<file path="config.mk">
export PLATFORM = sky130hd
export DESIGN_NAME = rpn_calc_divider
export DESIGN_NICKNAME = d
export VERILOG_FILES = /design/src/sv/rpn_stack_calculator_core_assert.svh /design/src/sv/rpn_calc_pkg.sv /design/src/sv/rpn_calc_divider.sv
export SDC_FILE = /design/constraint.sdc
export NUM_CORES = 1
export LEC_CHECK = 0
export BUFFER_PORTS_ARGS = -buffer_cell sky130_fd_sc_hd__clkbuf_2
export CAP_MARGIN = 20
export CORE_MARGIN = 3
export CORE_UTILIZATION = 45
export CTS_CLUSTER_SIZE = 20
export DETAILED_ROUTE_END_ITERATION = 10
export HOLD_SLACK_MARGIN = 0.05
export PLACE_DENSITY = 0.67
export SLEW_MARGIN = 20
export SYNTH_ARGS = -nofsm -noshare
export SYNTH_HDL_FRONTEND = slang
export SYNTH_SLANG_ARGS = --single-unit
</file>
<file path="constraint.sdc">
create_clock -name clk -period 2.8 [get_ports clk]
set_input_delay 0.28 -clock clk [delete_from_list [all_inputs] [get_ports clk]]
set_output_delay 0.28 -clock clk [all_outputs]
set_load 0.01 [all_outputs]
</file>
<file path="src/sv/rpn_stack_calculator_core_assert.svh">
// Assertion macros shared by the calculator RTL.
`ifndef RPN_STACK_CALCULATOR_CORE_ASSERT_SVH
`define RPN_STACK_CALCULATOR_CORE_ASSERT_SVH
`ifndef SYNTH
`define RPN_ASSERT_IMP(lbl, clk, rst_n, ante, cons) \
  lbl: assert property (@(posedge clk) disable iff (!rst_n) (ante) |-> (cons)) \
    else $error("rpn calculator assertion failed");
`define RPN_ASSERT_NEXT(lbl, clk, rst_n, ante, cons) \
  lbl: assert property (@(posedge clk) disable iff (!rst_n) (ante) |=> (cons)) \
    else $error("rpn calculator assertion failed");
`define RPN_ASSERT_NEVER(lbl, clk, rst_n, cond) \
  lbl: assert property (@(posedge clk) disable iff (!rst_n) !(cond)) \
    else $error("rpn calculator assertion failed");
`else
`define RPN_ASSERT_IMP(lbl, clk, rst_n, ante, cons)
`define RPN_ASSERT_NEXT(lbl, clk, rst_n, ante, cons)
`define RPN_ASSERT_NEVER(lbl, clk, rst_n, cond)
`endif
`endif

</file>
<file path="src/sv/rpn_calc_pkg.sv">
// Types, codes and constants of the RPN stack calculator.
`timescale 1ns / 1ps

package rpn_calc_pkg;

  localparam int STACK_DEPTH_DEFAULT = 128;

  localparam int MODE_W   = 3;
  localparam int STATUS_W = 3;
  localparam int VALUE_W  = 32;

  localparam logic [MODE_W-1:0] MODE_PUSH    = 3'd0;
  localparam logic [MODE_W-1:0] MODE_ADD     = 3'd1;
  localparam logic [MODE_W-1:0] MODE_SUB     = 3'd2;
  localparam logic [MODE_W-1:0] MODE_MUL     = 3'd3;
  localparam logic [MODE_W-1:0] MODE_DIV     = 3'd4;
  localparam logic [MODE_W-1:0] MODE_MOD     = 3'd5;
  localparam logic [MODE_W-1:0] MODE_PRINT   = 3'd6;
  localparam logic [MODE_W-1:0] MODE_UNKNOWN = 3'd7;

  localparam logic [STATUS_W-1:0] ST_OK       = 3'd0;
  localparam logic [STATUS_W-1:0] ST_FULL     = 3'd1;
  localparam logic [STATUS_W-1:0] ST_EMPTY    = 3'd2;
  localparam logic [STATUS_W-1:0] ST_ZERO_DIV = 3'd3;
  localparam logic [STATUS_W-1:0] ST_MOD_ZERO = 3'd4;
  localparam logic [STATUS_W-1:0] ST_UNKNOWN  = 3'd5;

  localparam logic [VALUE_W-1:0] Q_MAX = 32'h7FFF_FFFF;
  localparam logic [VALUE_W-1:0] Q_MIN = 32'h8000_0000;

  // Divider: 48-bit dividend magnitude, 32-bit divisor, 32 quotient bits.
  localparam int DIV_N_W = 48;
  localparam int DIV_D_W = 32;
  localparam int DIV_Q_W = 32;

  typedef struct packed {
    logic [MODE_W-1:0]         mode;
    logic signed [VALUE_W-1:0] operand_value;
  } in_word_t;

  typedef struct packed {
    logic signed [VALUE_W-1:0] shown_value;
    logic                      shown_valid;
    logic [STATUS_W-1:0]       status;
  } out_word_t;

  typedef struct packed {
    logic               busy;
    logic               done;
    logic               ovf;
    logic [DIV_Q_W-1:0] quo;
    logic [DIV_D_W-1:0] rem;
  } div_res_t;

endpackage

</file>
<file path="src/sv/rpn_calc_divider.sv">
// Radix-2 restoring divider on magnitudes, one quotient bit per cycle.
`timescale 1ns / 1ps

module rpn_calc_divider (
  input  logic                             clk,
  input  logic                             rst_n,
  input  logic                             div_start,
  input  logic [rpn_calc_pkg::DIV_N_W-1:0] div_n,
  input  logic [rpn_calc_pkg::DIV_D_W-1:0] div_d,
  output rpn_calc_pkg::div_res_t           div_res
);

  localparam int QW   = rpn_calc_pkg::DIV_Q_W;
  localparam int DW   = rpn_calc_pkg::DIV_D_W;
  localparam int NW   = rpn_calc_pkg::DIV_N_W;
  localparam int CNTW = $clog2(QW);

  logic            busy_r, busy_nxt;
  logic            done_r, done_nxt;
  logic [CNTW-1:0] cnt_r, cnt_nxt;
  logic [DW-1:0]   rem_r, rem_nxt;
  logic [QW-1:0]   quo_r, quo_nxt;
  logic [DW-1:0]   d_r, d_nxt;
  logic            ovf_r, ovf_nxt;
  logic [DW:0]     trial;
  logic [DW:0]     diff;

  assign trial = {rem_r, quo_r[QW-1]};
  assign diff  = trial - {1'b0, d_r};

  always_comb begin
    busy_nxt = busy_r;
    done_nxt = 1'b0;
    cnt_nxt  = cnt_r;
    rem_nxt  = rem_r;
    quo_nxt  = quo_r;
    d_nxt    = d_r;
    ovf_nxt  = ovf_r;
    if (div_start) begin
      busy_nxt = 1'b1;
      cnt_nxt  = CNTW'(QW - 1);
      rem_nxt  = DW'(div_n[NW-1:QW]);
      quo_nxt  = div_n[QW-1:0];
      d_nxt    = div_d;
      ovf_nxt  = DW'(div_n[NW-1:QW]) >= div_d;
    end else if (busy_r) begin
      if (trial >= {1'b0, d_r}) begin
        rem_nxt = diff[DW-1:0];
        quo_nxt = {quo_r[QW-2:0], 1'b1};
      end else begin
        rem_nxt = trial[DW-1:0];
        quo_nxt = {quo_r[QW-2:0], 1'b0};
      end
      cnt_nxt = cnt_r - CNTW'(1);
      if (cnt_r == '0) begin
        busy_nxt = 1'b0;
        done_nxt = 1'b1;
      end
    end
  end

  always_ff @(posedge clk) begin
    if (!rst_n) begin
      busy_r <= 1'b0;
      done_r <= 1'b0;
      cnt_r  <= '0;
    end else begin
      busy_r <= busy_nxt;
      done_r <= done_nxt;
      cnt_r  <= cnt_nxt;
    end
  end

  always_ff @(posedge clk) begin
    rem_r <= rem_nxt;
    quo_r <= quo_nxt;
    d_r   <= d_nxt;
    ovf_r <= ovf_nxt;
  end

  assign div_res.busy = busy_r;
  assign div_res.done = done_r;
  assign div_res.ovf  = ovf_r;
  assign div_res.quo  = quo_r;
  assign div_res.rem  = rem_r;

endmodule

</file>
==> flow_results.org, run 1 <==
** Status
- The flow ran to the end, but the final reports show violations.
- The final reports fail on setup timing.

** Floorplan
- DIE WIDTH :: approximately 130 um
- The die covers between 0.015 and 0.02 mm^2.
- Die extent in y :: roughly 130 um
- After floorplanning, the core was divided into 43 placement rows.
- Starting utilization of the core area :: approximately 46%
- Number of primary I/O pins :: 150
- Core footprint :: between 0.01 and 0.015 mm^2

** Detailed routing
- Detailed Route WL :: roughly 18000 um
- Via density per instance :: 5.38
- Dividing the detail-routed wire length by the instance count gives around 18 um.
- Post-route DRC :: 0
- The first routing iteration left around 330 violations.
- Detailed-router iteration count before antenna repair :: 5
- In this run the remaining antenna-violating nets after routing total 0.
- Total vias in the final route :: about 5600

** Timing
- Final setup slack of the worst path :: -0.179 ns
- Setup repair after global routing could not meet its margin everywhere.
- The worst pin sits at a relative slew slack of a little over two fifths.
- Setup_tns :: -4.14 ns
- Measured slew at the worst slew-check pin :: just under 0.9 ns
- After layout, the worst path uses 106% of the clock period.
- Setup violations remaining at the end of the flow were counted as 33.
- The max-slew violation count came to 0.
- The routed design could run at a clock period as short as between 2 and 3 ns.
- The clock arrives with around 0.012 ns of skew.
- Final Hold Fails :: 0
- Static timing analysis puts the maximum clock frequency at around 0.34 GHz.
- The tightest hold path in the finished design has a slack of ~0.10 ns.

** Logic synthesis
- Counting flops with a built-in enable in the synthesized netlist gives just over 80.
- After synthesis, the netlist uses roughly 60 different library cells.
- Post-synthesis cell count :: roughly 620
- Async S/R FF share, synth :: 0%
- A synthesized cell averages 10.5 um^2.
- Main flop type after synthesis :: sky130_fd_sc_hd__edfxtp_1
- Number of synthesis warnings :: 0
- Number of synthesized register bits :: around 100
- The mapped netlist covers 0.00649 mm^2.
- Yosys attributes the largest share of cell area to sky130_fd_sc_hd__edfxtp_1 (37%), sky130_fd_sc_hd__ha_1 (9.6%), sky130_fd_sc_hd__mux2_2 (8.3%).
- Sequential-to-total area share from yosys stat :: 44.6%
- Fraction of synthesized cell area taken by the top area cell type :: between 30% and 40%
- Area leader, netlist :: sky130_fd_sc_hd__edfxtp_1
- The number of nets in the synthesized netlist is 750.

** Setup path
- Worst R2R End :: rem_r[2]
- The critical path is of the reg -> reg type.
- Flop2flop setup slack :: -0.18 ns
- The most critical setup path has its startpoint at rem_r[13].
- Worst Setup End Kind :: register
- Max Fanout on Critical Path :: 7
- The worst register-to-register path begins at rem_r[13].
- Kind of start point of the critical path :: register
- The number of cells on the worst reg-to-reg path is 11.
- Arr. time, crit path :: about 3 ns
- Data required time at the worst endpoint :: approximately 2.9 ns

** Final layout
- Utilization of the core after routing :: 63.3%
- Share of cells above drive strength 1 :: roughly 44%
- Final Cell Area :: around 0.0089 mm^2
- Signed area change from the synthesized netlist to the final layout :: 36.4%
- The number of antenna diodes in the final layout is 0.
- Nets :: between 900 and 1000
- Filler cell count in the final layout :: roughly 1100

** Place
- HPWL after detailed placement :: about 13000 um
- Setup slack after placement :: -0.163 ns
- Count of port buffers added during placement :: 149
- Instance area after placement :: between 0.007 and 0.008 mm^2
- Routability-driven placement finished with a final weighted congestion of around 0.86.

** Power
- Flop pwr share :: a little over a third
- IR analysis of the VDD net gives a maximum drop of around 0.00045 V.
- Relative contribution of the clock network to total power :: 23.7%
- Portion of total power attributed to combinational logic :: 39.9%
- In this run the static leakage power is 4.06 nW.
- In this run the power spent charging and discharging nets is 1.84 mW.
- Dividing total power by cell area gives a power density of 612 mW/mm^2.
- Internal power :: about 3.6 mW
- Of the total power, the share spent switching nets is between 30 and 40%.

** GRT
- First-pass GRT wire length :: roughly 28000 um
- Aggregate global-route resource usage :: a little over a fifth
- The initial antenna violation count came to 0.
- The number of global-route vias before repair came to between 5000 and 6000.
- For this run the aggregate overflow at the end of global routing stands at 0.
- Pin count of the biggest net entering global routing :: between 100 and 150

** Clocking
- At the later pin of the worst-skew pair, clock insertion delay measures 0.36 ns.
- Max clock buf depth :: 2
- Clock Root Buffer :: sky130_fd_sc_hd__clkbuf_16
- Clock-pin slew was measured on the worst setup and hold paths at around 0.080 ns.
- TritonCTS Buffers :: 9
- The clock tree synthesis step divided the H-tree into 3 levels.
- TritonCTS built the clock tree.
- Number of buffers added to fix hold violations after cts :: 0
- Clock tree synthesis found a total of roughly 100 sinks.

** Hold path
- The worst hold path begins at div_d[31].
- Worst Hold Path EP :: d_r[31]
- The path class of the tightest hold or removal check is in -> reg.
- Along the worst hold path, the cell count comes to 1.

** Flow run
- Max-cap violations in this run came to 0.
[layout make-up]
type,instances,area [um^2],share of cell area [%]
clock buffers,9,225,2.54
clock inverters,7,63.8,0.721
inverters,61,229,2.59
multi-input cells,421,3570,40.3
flip-flops and latches,104,2890,32.7
well taps,180,225,2.54
repair buffers,250,1650,18.6
[power by group through the flow]
stage | combinational, mW | sequential, mW | clock (mW)
floorplan | 1.02 | 2.03 | 0
global placement | 1.74 | 1.99 | 0
detailed placement | 1.76 | 1.99 | 0
CTS | 1.92 | 1.97 | 1.30
global route | 2.33 | 1.99 | 1.36
finish | 2.16 | 1.97 | 1.29
[placed cells by master (no fill, tap or decap), types with 20 or more instances in the layout]
cell type and count:
sky130_fd_sc_hd__mux2_2 43, sky130_fd_sc_hd__inv_1 59, sky130_fd_sc_hd__a21o_1 25, sky130_fd_sc_hd__nor2_1 38, sky130_fd_sc_hd__a21oi_2 20, sky130_fd_sc_hd__buf_4 89, sky130_fd_sc_hd__clkbuf_2 148, sky130_fd_sc_hd__a21oi_1 28
sky130_fd_sc_hd__dfxtp_1 23, sky130_fd_sc_hd__nand2_1 28, sky130_fd_sc_hd__edfxtp_1 81, sky130_fd_sc_hd__ha_1 36
[stage by stage]
step | std cells | power (mW)
CTS | 1015 | 5.19
global route | 1032 | 5.69
global placement | 988 | 3.72
finish | 1032 | 5.42
floorplan | 616 | 3.05
detailed placement | 988 | 3.75
[state kept, by name, summed over array words and instances, names as in the netlist]
signal  count
ovf_r       1
busy_r      1
done_r      1
rem_r      32
cnt_r       5
d_r        32
quo_r      32
[critical path, stage by stage (launching register included)]
cell                        delay, ns
sky130_fd_sc_hd__edfxtp_1        0.44
sky130_fd_sc_hd__ha_4            0.31
sky130_fd_sc_hd__nand4_1         0.18
sky130_fd_sc_hd__nor3_2          0.27
sky130_fd_sc_hd__o211ai_1        0.17
sky130_fd_sc_hd__nand3_2         0.14
sky130_fd_sc_hd__a31oi_4         0.11
sky130_fd_sc_hd__o41ai_4         0.37
sky130_fd_sc_hd__buf_6           0.22
sky130_fd_sc_hd__clkbuf_16       0.17
sky130_fd_sc_hd__a21oi_2         0.05
sky130_fd_sc_hd__mux2_4          0.28
[how the worst max path moves through the flow]
stage                           end  slack (ns)
final                      rem_r[2]       -0.18
after global placement    rem_r[26]        -0.1
after global routing      rem_r[12]       -0.27
after floorplan           rem_r[10]        0.01
after detailed placement  rem_r[27]       -0.16
after CTS                 rem_r[10]       0.002
[layer usage]
layer	GRT usage [%]	wire [um]
met1	27.7	7830
met2	36.2	8800
met3	6.40	1280
met4	7.07	269
met5	0	0
[cell families (layout without fill, tap and decap cells)]
group / count (synthesis) / in the layout / share of synthesized area (%)
buffers and inverters: 91 / 327 / 5.76
muxes: 56 / 56 / 9.56
and+or+nand+nor: 126 / 126 / 9.71
DFF: 104 / 104 / 44.6
xor gates and xnor gates: 33 / 33 / 4.45
adders and majority gates: 51 / 51 / 9.95
AOI/OAI and AO/OA: 155 / 155 / 16.0
[Yosys cell counts, types with 3 or more instances]
cell                       count
sky130_fd_sc_hd__edfxtp_1     81
sky130_fd_sc_hd__inv_1        61
sky130_fd_sc_hd__ha_1         50
sky130_fd_sc_hd__mux2_2       48
sky130_fd_sc_hd__a21oi_1      47
sky130_fd_sc_hd__nor2_1       40
sky130_fd_sc_hd__nand2_1      28
sky130_fd_sc_hd__a21o_1       25
sky130_fd_sc_hd__dfxtp_1      23
sky130_fd_sc_hd__o21ai_0      21
sky130_fd_sc_hd__xnor2_1      17
sky130_fd_sc_hd__xor2_1       16
sky130_fd_sc_hd__clkbuf_1     14
sky130_fd_sc_hd__a211oi_1     12
sky130_fd_sc_hd__a31oi_1       8
sky130_fd_sc_hd__mux2i_1       8
sky130_fd_sc_hd__nand2b_1      8
sky130_fd_sc_hd__nand4_1       8
sky130_fd_sc_hd__buf_2         7
sky130_fd_sc_hd__nand3_1       7
sky130_fd_sc_hd__nor3_1        7
sky130_fd_sc_hd__o21a_1        7
sky130_fd_sc_hd__nor4_1        5
sky130_fd_sc_hd__o21ai_1       5
sky130_fd_sc_hd__a22oi_1       4
sky130_fd_sc_hd__buf_4         4
sky130_fd_sc_hd__nor2b_1       4
sky130_fd_sc_hd__o21bai_1      4
sky130_fd_sc_hd__and3_1        3
sky130_fd_sc_hd__and4_1        3
sky130_fd_sc_hd__buf_1         3
sky130_fd_sc_hd__nand3b_1      3
sky130_fd_sc_hd__o211ai_1      3
[timing repair]
| item | in CTS | in global routing |
|---|---|---|
| setup buffers | 9 | 16 |
| hold endpoints to repair | 0 | 0 |
| gates cloned | 2 | 3 |
| gates resized for setup | 26 | 51 |
| endpoints found under the setup margin | 29 | 33 |
| pin swaps | 16 | 32 |
Power figures use the tool's default switching activity.
==> inputs of run 2 (changes only) <==
--- a/config.mk
+++ b/config.mk
@@ -7,12 +7,15 @@
 export LEC_CHECK = 0
 export BUFFER_PORTS_ARGS = -buffer_cell sky130_fd_sc_hd__clkbuf_2
 export CAP_MARGIN = 20
+export CELL_PAD_IN_SITES_DETAIL_PLACEMENT = 1
+export CELL_PAD_IN_SITES_GLOBAL_PLACEMENT = 2
+export CORE_ASPECT_RATIO = 0.7
 export CORE_MARGIN = 3
-export CORE_UTILIZATION = 45
+export CORE_UTILIZATION = 31
 export CTS_CLUSTER_SIZE = 20
 export DETAILED_ROUTE_END_ITERATION = 10
 export HOLD_SLACK_MARGIN = 0.05
-export PLACE_DENSITY = 0.67
+export PLACE_DENSITY = 0.73
 export SLEW_MARGIN = 20
 export SYNTH_ARGS = -nofsm -noshare
 export SYNTH_HDL_FRONTEND = slang
==> run 2 against run 1 <==
The run still ends with setup timing left. Combinational power about the same. Global-route usage decreased by 2.8 points. First-iteration DRC count increased by 1.2%. Final cell count increased by 9.5%. Register-to-register slack improved by 0.07 ns. Critical path depth increased by 2. Routed wire length increased by 19%. Largest cell class unchanged.
==> flow_results.org, run 2 (synthesis results as in run 1) <==
** Clocking
- The clock input transition at the sequential cells of the worst setup and hold paths is 0.08 ns (about the same).
- The number of buffers added by the clock tree synthesis step came to 9 (unchanged).
- The clock sink count came to 104 (unchanged).
- Max clock buf depth :: 2 (unchanged)
- The clock latency on the worst-skew pair was 0.36 ns (about the same).
- Clock Root Buffer :: sky130_fd_sc_hd__clkbuf_16
- The CTS H-tree depth was 3 (unchanged).
- Clock tree from TritonCTS :: built

** Floorplan
- Starting utilization of the core area :: 32.2% (-14 points)
- The number of placed I/O pins came to 150 (unchanged).
- The total die area was 0.0227 mm^2 (+43%).
- The core box area was 0.0202 mm^2 (+44%).
- Die extent in y :: 127 um (+0.77%)
- The die outline width is 179 um (+42%).
- Row count :: 43 (unchanged)

** Setup path
- Critical Path Max Stage Delay :: 0.39 ns (-0.05 ns)
- Worst setup path class :: reg -> reg
- The worst setup path is captured at a register.
- Arr. time, crit path :: 3.16 ns (+0.07 ns)
- Crit path buffers/inverters :: 1 (-1)
- Kind of start point of the critical path :: register
- Most numerous cell on the critical path :: sky130_fd_sc_hd__a21o_1
- The largest individual stage delay along the critical path comes from the cell sky130_fd_sc_hd__edfxtp_1.
- On the critical path the largest part of the delay comes from compound AO/OA/AOI/OAI gates.
- Traced cell by cell, the critical path runs through inv_1 -> ha_2 -> fa_2 -> nor2b_2 -> o31a_1 -> o21ai_2 -> nand3b_1 -> a21o_1 -> a21o_1 -> and4_1 -> a2111oi_4 -> o311a_1 -> nor3_2.
- The biggest fanout along the worst timing path was 3 (-4).
- Data required time at the worst endpoint :: 3.05 ns (+0.14 ns)

** Timing
- Maximum clock frequency :: 0.344 GHz (+2.4%)
- The transition time of the tightest slew-check pin was 0.683 ns (-0.188 ns).
- Normalized max-slew margin :: 54.0% (+12 points)
- Final critical delay including setup and external delays :: 2.91 ns (-0.0695 ns)
- The final clock period utilization by the worst path came to 104% (-2.5 points).
- Clk_skew :: 0.0120 ns (+0.000306 ns)
- Setup_tns :: -0.238 ns (+3.90 ns)
- The number of failing hold endpoints at the final stage came to 0 (unchanged).
- The number of setup violations in the final report is 11 (-67%).
- The max-slew violation count is 0 (unchanged).
- Worst hold slack across all endpoints :: 0.106 ns (+0.00653 ns)
- Setup repair after global routing could not meet its margin everywhere.
- Final setup slack of the worst path :: -0.110 ns (+0.0695 ns)

** Flow run
- The max-cap violation count was 0 (unchanged).

** Power
- Overall power of the completed layout :: 5.41 mW (-0.20%)
- Power Density :: 608 mW/mm^2 (-0.77%)
- Static Leak :: 4.06 nW (about the same)
- Max VDD drop :: 0.000318 V (-29%)

** Detailed routing
- The iteration count of the initial detailed-routing pass was 5 (unchanged).
- The via count was 5711 (+2.8%).
- The average vias per placed instance was 5.05 (-6.1%).
- The total wirelength of the detailed-routed design came to 21600 um (+19%).
- Count of routing violations after the opening detailed-route iteration :: 333 (+1.2%)
- Drt wl/cell :: 19.1 um (+8.6%)
- Post-route DRC :: 0 (unchanged)
- The antenna violation net count after detailed routing came to 0 (unchanged).

** GRT
- The number of global-route vias before repair was 6086 (+7.2%).
- Aggregate global-route resource usage :: 19.1% (-2.8 points)
- Final global-route overflow total :: 0 (unchanged)
- Pin count of the biggest net entering global routing :: 65 (-36%)
- Initial antenna violation count :: 0 (unchanged)
- The global-route wire length before repair was 33700 um (+20%).

** Final layout
- Commonest non-fill, non-tap cell in the layout :: sky130_fd_sc_hd__clkbuf_2
- Final Cell Area :: 0.00891 mm^2 (+0.58%)
- Final Instance Count excl. Fillers :: 1130 (+9.5%)
- The core occupancy in the finished layout is 44.1% (-19 points).
- In the layout the commonest cells are sky130_fd_sc_hd__clkbuf_2 (148), sky130_fd_sc_hd__buf_4 (102), sky130_fd_sc_hd__edfxtp_1 (81), sky130_fd_sc_hd__inv_1 (58), sky130_fd_sc_hd__mux2_2 (47).
- The antenna diode count is 0 (unchanged).
- Compared with the post-synthesis result, the final layout area differs by 37.2%.
- Filler cell count in the final layout :: 2273 (+98%)
- In the final layout, the registers with the most flip-flops are d_r: 32 flops, quo_r: 32 flops, rem_r: 32 flops.
- The fraction of final layout cells with drive strength greater than 1 came to 44.7% (+0.17 points).
- The number of nets in the final layout came to 989 (+0.82%).

** Status
- The checks that failed: setup timing.
- Status :: complete, but fails checks

** Place
- The number of cells in the design after placement was 1099 (+11%).
- The post-placement setup slack was -0.166 ns (-0.00325 ns).
- The weighted congestion at the end of routability-driven global placement came to 0.866 (+1.2%).
- Count of port buffers added during placement :: 149 (unchanged)
- HPWL after detailed placement :: 16700 um (+32%)
- The placed cell area is 0.00815 mm^2 (+3.1%).

** Hold path
- In this run the worst hold path is classified as in -> reg.
-- run 2: metal layers --
metal / GRT usage, % / wire length (um)
met5: 0 / 0
met4: 4.17 / 274
met1: 27.0 / 10200
met2: 29.1 / 9480
met3: 5.64 / 1670
-- run 2: final timing paths --
path	depth (start not counted)	endpoint	from	slack, ns
max	13	rem_r[30]	quo_r[31]	-0.11
min	1	d_r[30]	div_d[30]	0.11
max reg2reg	13	rem_r[30]	quo_r[31]	-0.11
min reg2reg	2	rem_r[20]	rem_r[20]	0.57
-- run 2: what timing repair did --
action,CTS,global route
buffers inserted,8,7
endpoints found under the hold margin,0,0
hold buffers,0,0
gates resized for setup,38,39
setup endpoints to repair,31,32
cloned,2,0
pin swaps,16,16
-- run 2: area by class of cell --
cell class                      count  area, um^2  share of cell area (%)
Timing Repair Buffer              258        1620                    18.2
Inverter                           61         229                    2.57
Clock inverter                      5        38.8                   0.436
Clock buffer                       11         243                    2.73
Sequential cell                   104        2890                    32.5
Tap cell                          270         338                    3.79
Multi-Input combinational cell    421        3540                    39.8
-- run 2: report_power, final --
group          internal, mW  leakage [nW]  total, mW  switching [mW]
clock network         0.636         0.137       1.26           0.620
registers              1.86         0.993       1.97           0.110
logic                  1.07          2.93       2.18            1.11
total                  3.57          4.06       5.41            1.84
-- run 2: worst reg2reg max path, cell delays in order, from the launching register on --
cell and delay, ns:
sky130_fd_sc_hd__edfxtp_1 0.39, sky130_fd_sc_hd__inv_1 0.07, sky130_fd_sc_hd__ha_2 0.18, sky130_fd_sc_hd__fa_2 0.21, sky130_fd_sc_hd__nor2b_2 0.05, sky130_fd_sc_hd__o31a_1 0.32, sky130_fd_sc_hd__o21ai_2 0.17, sky130_fd_sc_hd__nand3b_1 0.18
sky130_fd_sc_hd__a21o_1 0.21, sky130_fd_sc_hd__a21o_1 0.17, sky130_fd_sc_hd__and4_1 0.19, sky130_fd_sc_hd__a2111oi_4 0.30, sky130_fd_sc_hd__o311a_1 0.28, sky130_fd_sc_hd__nor3_2 0.05
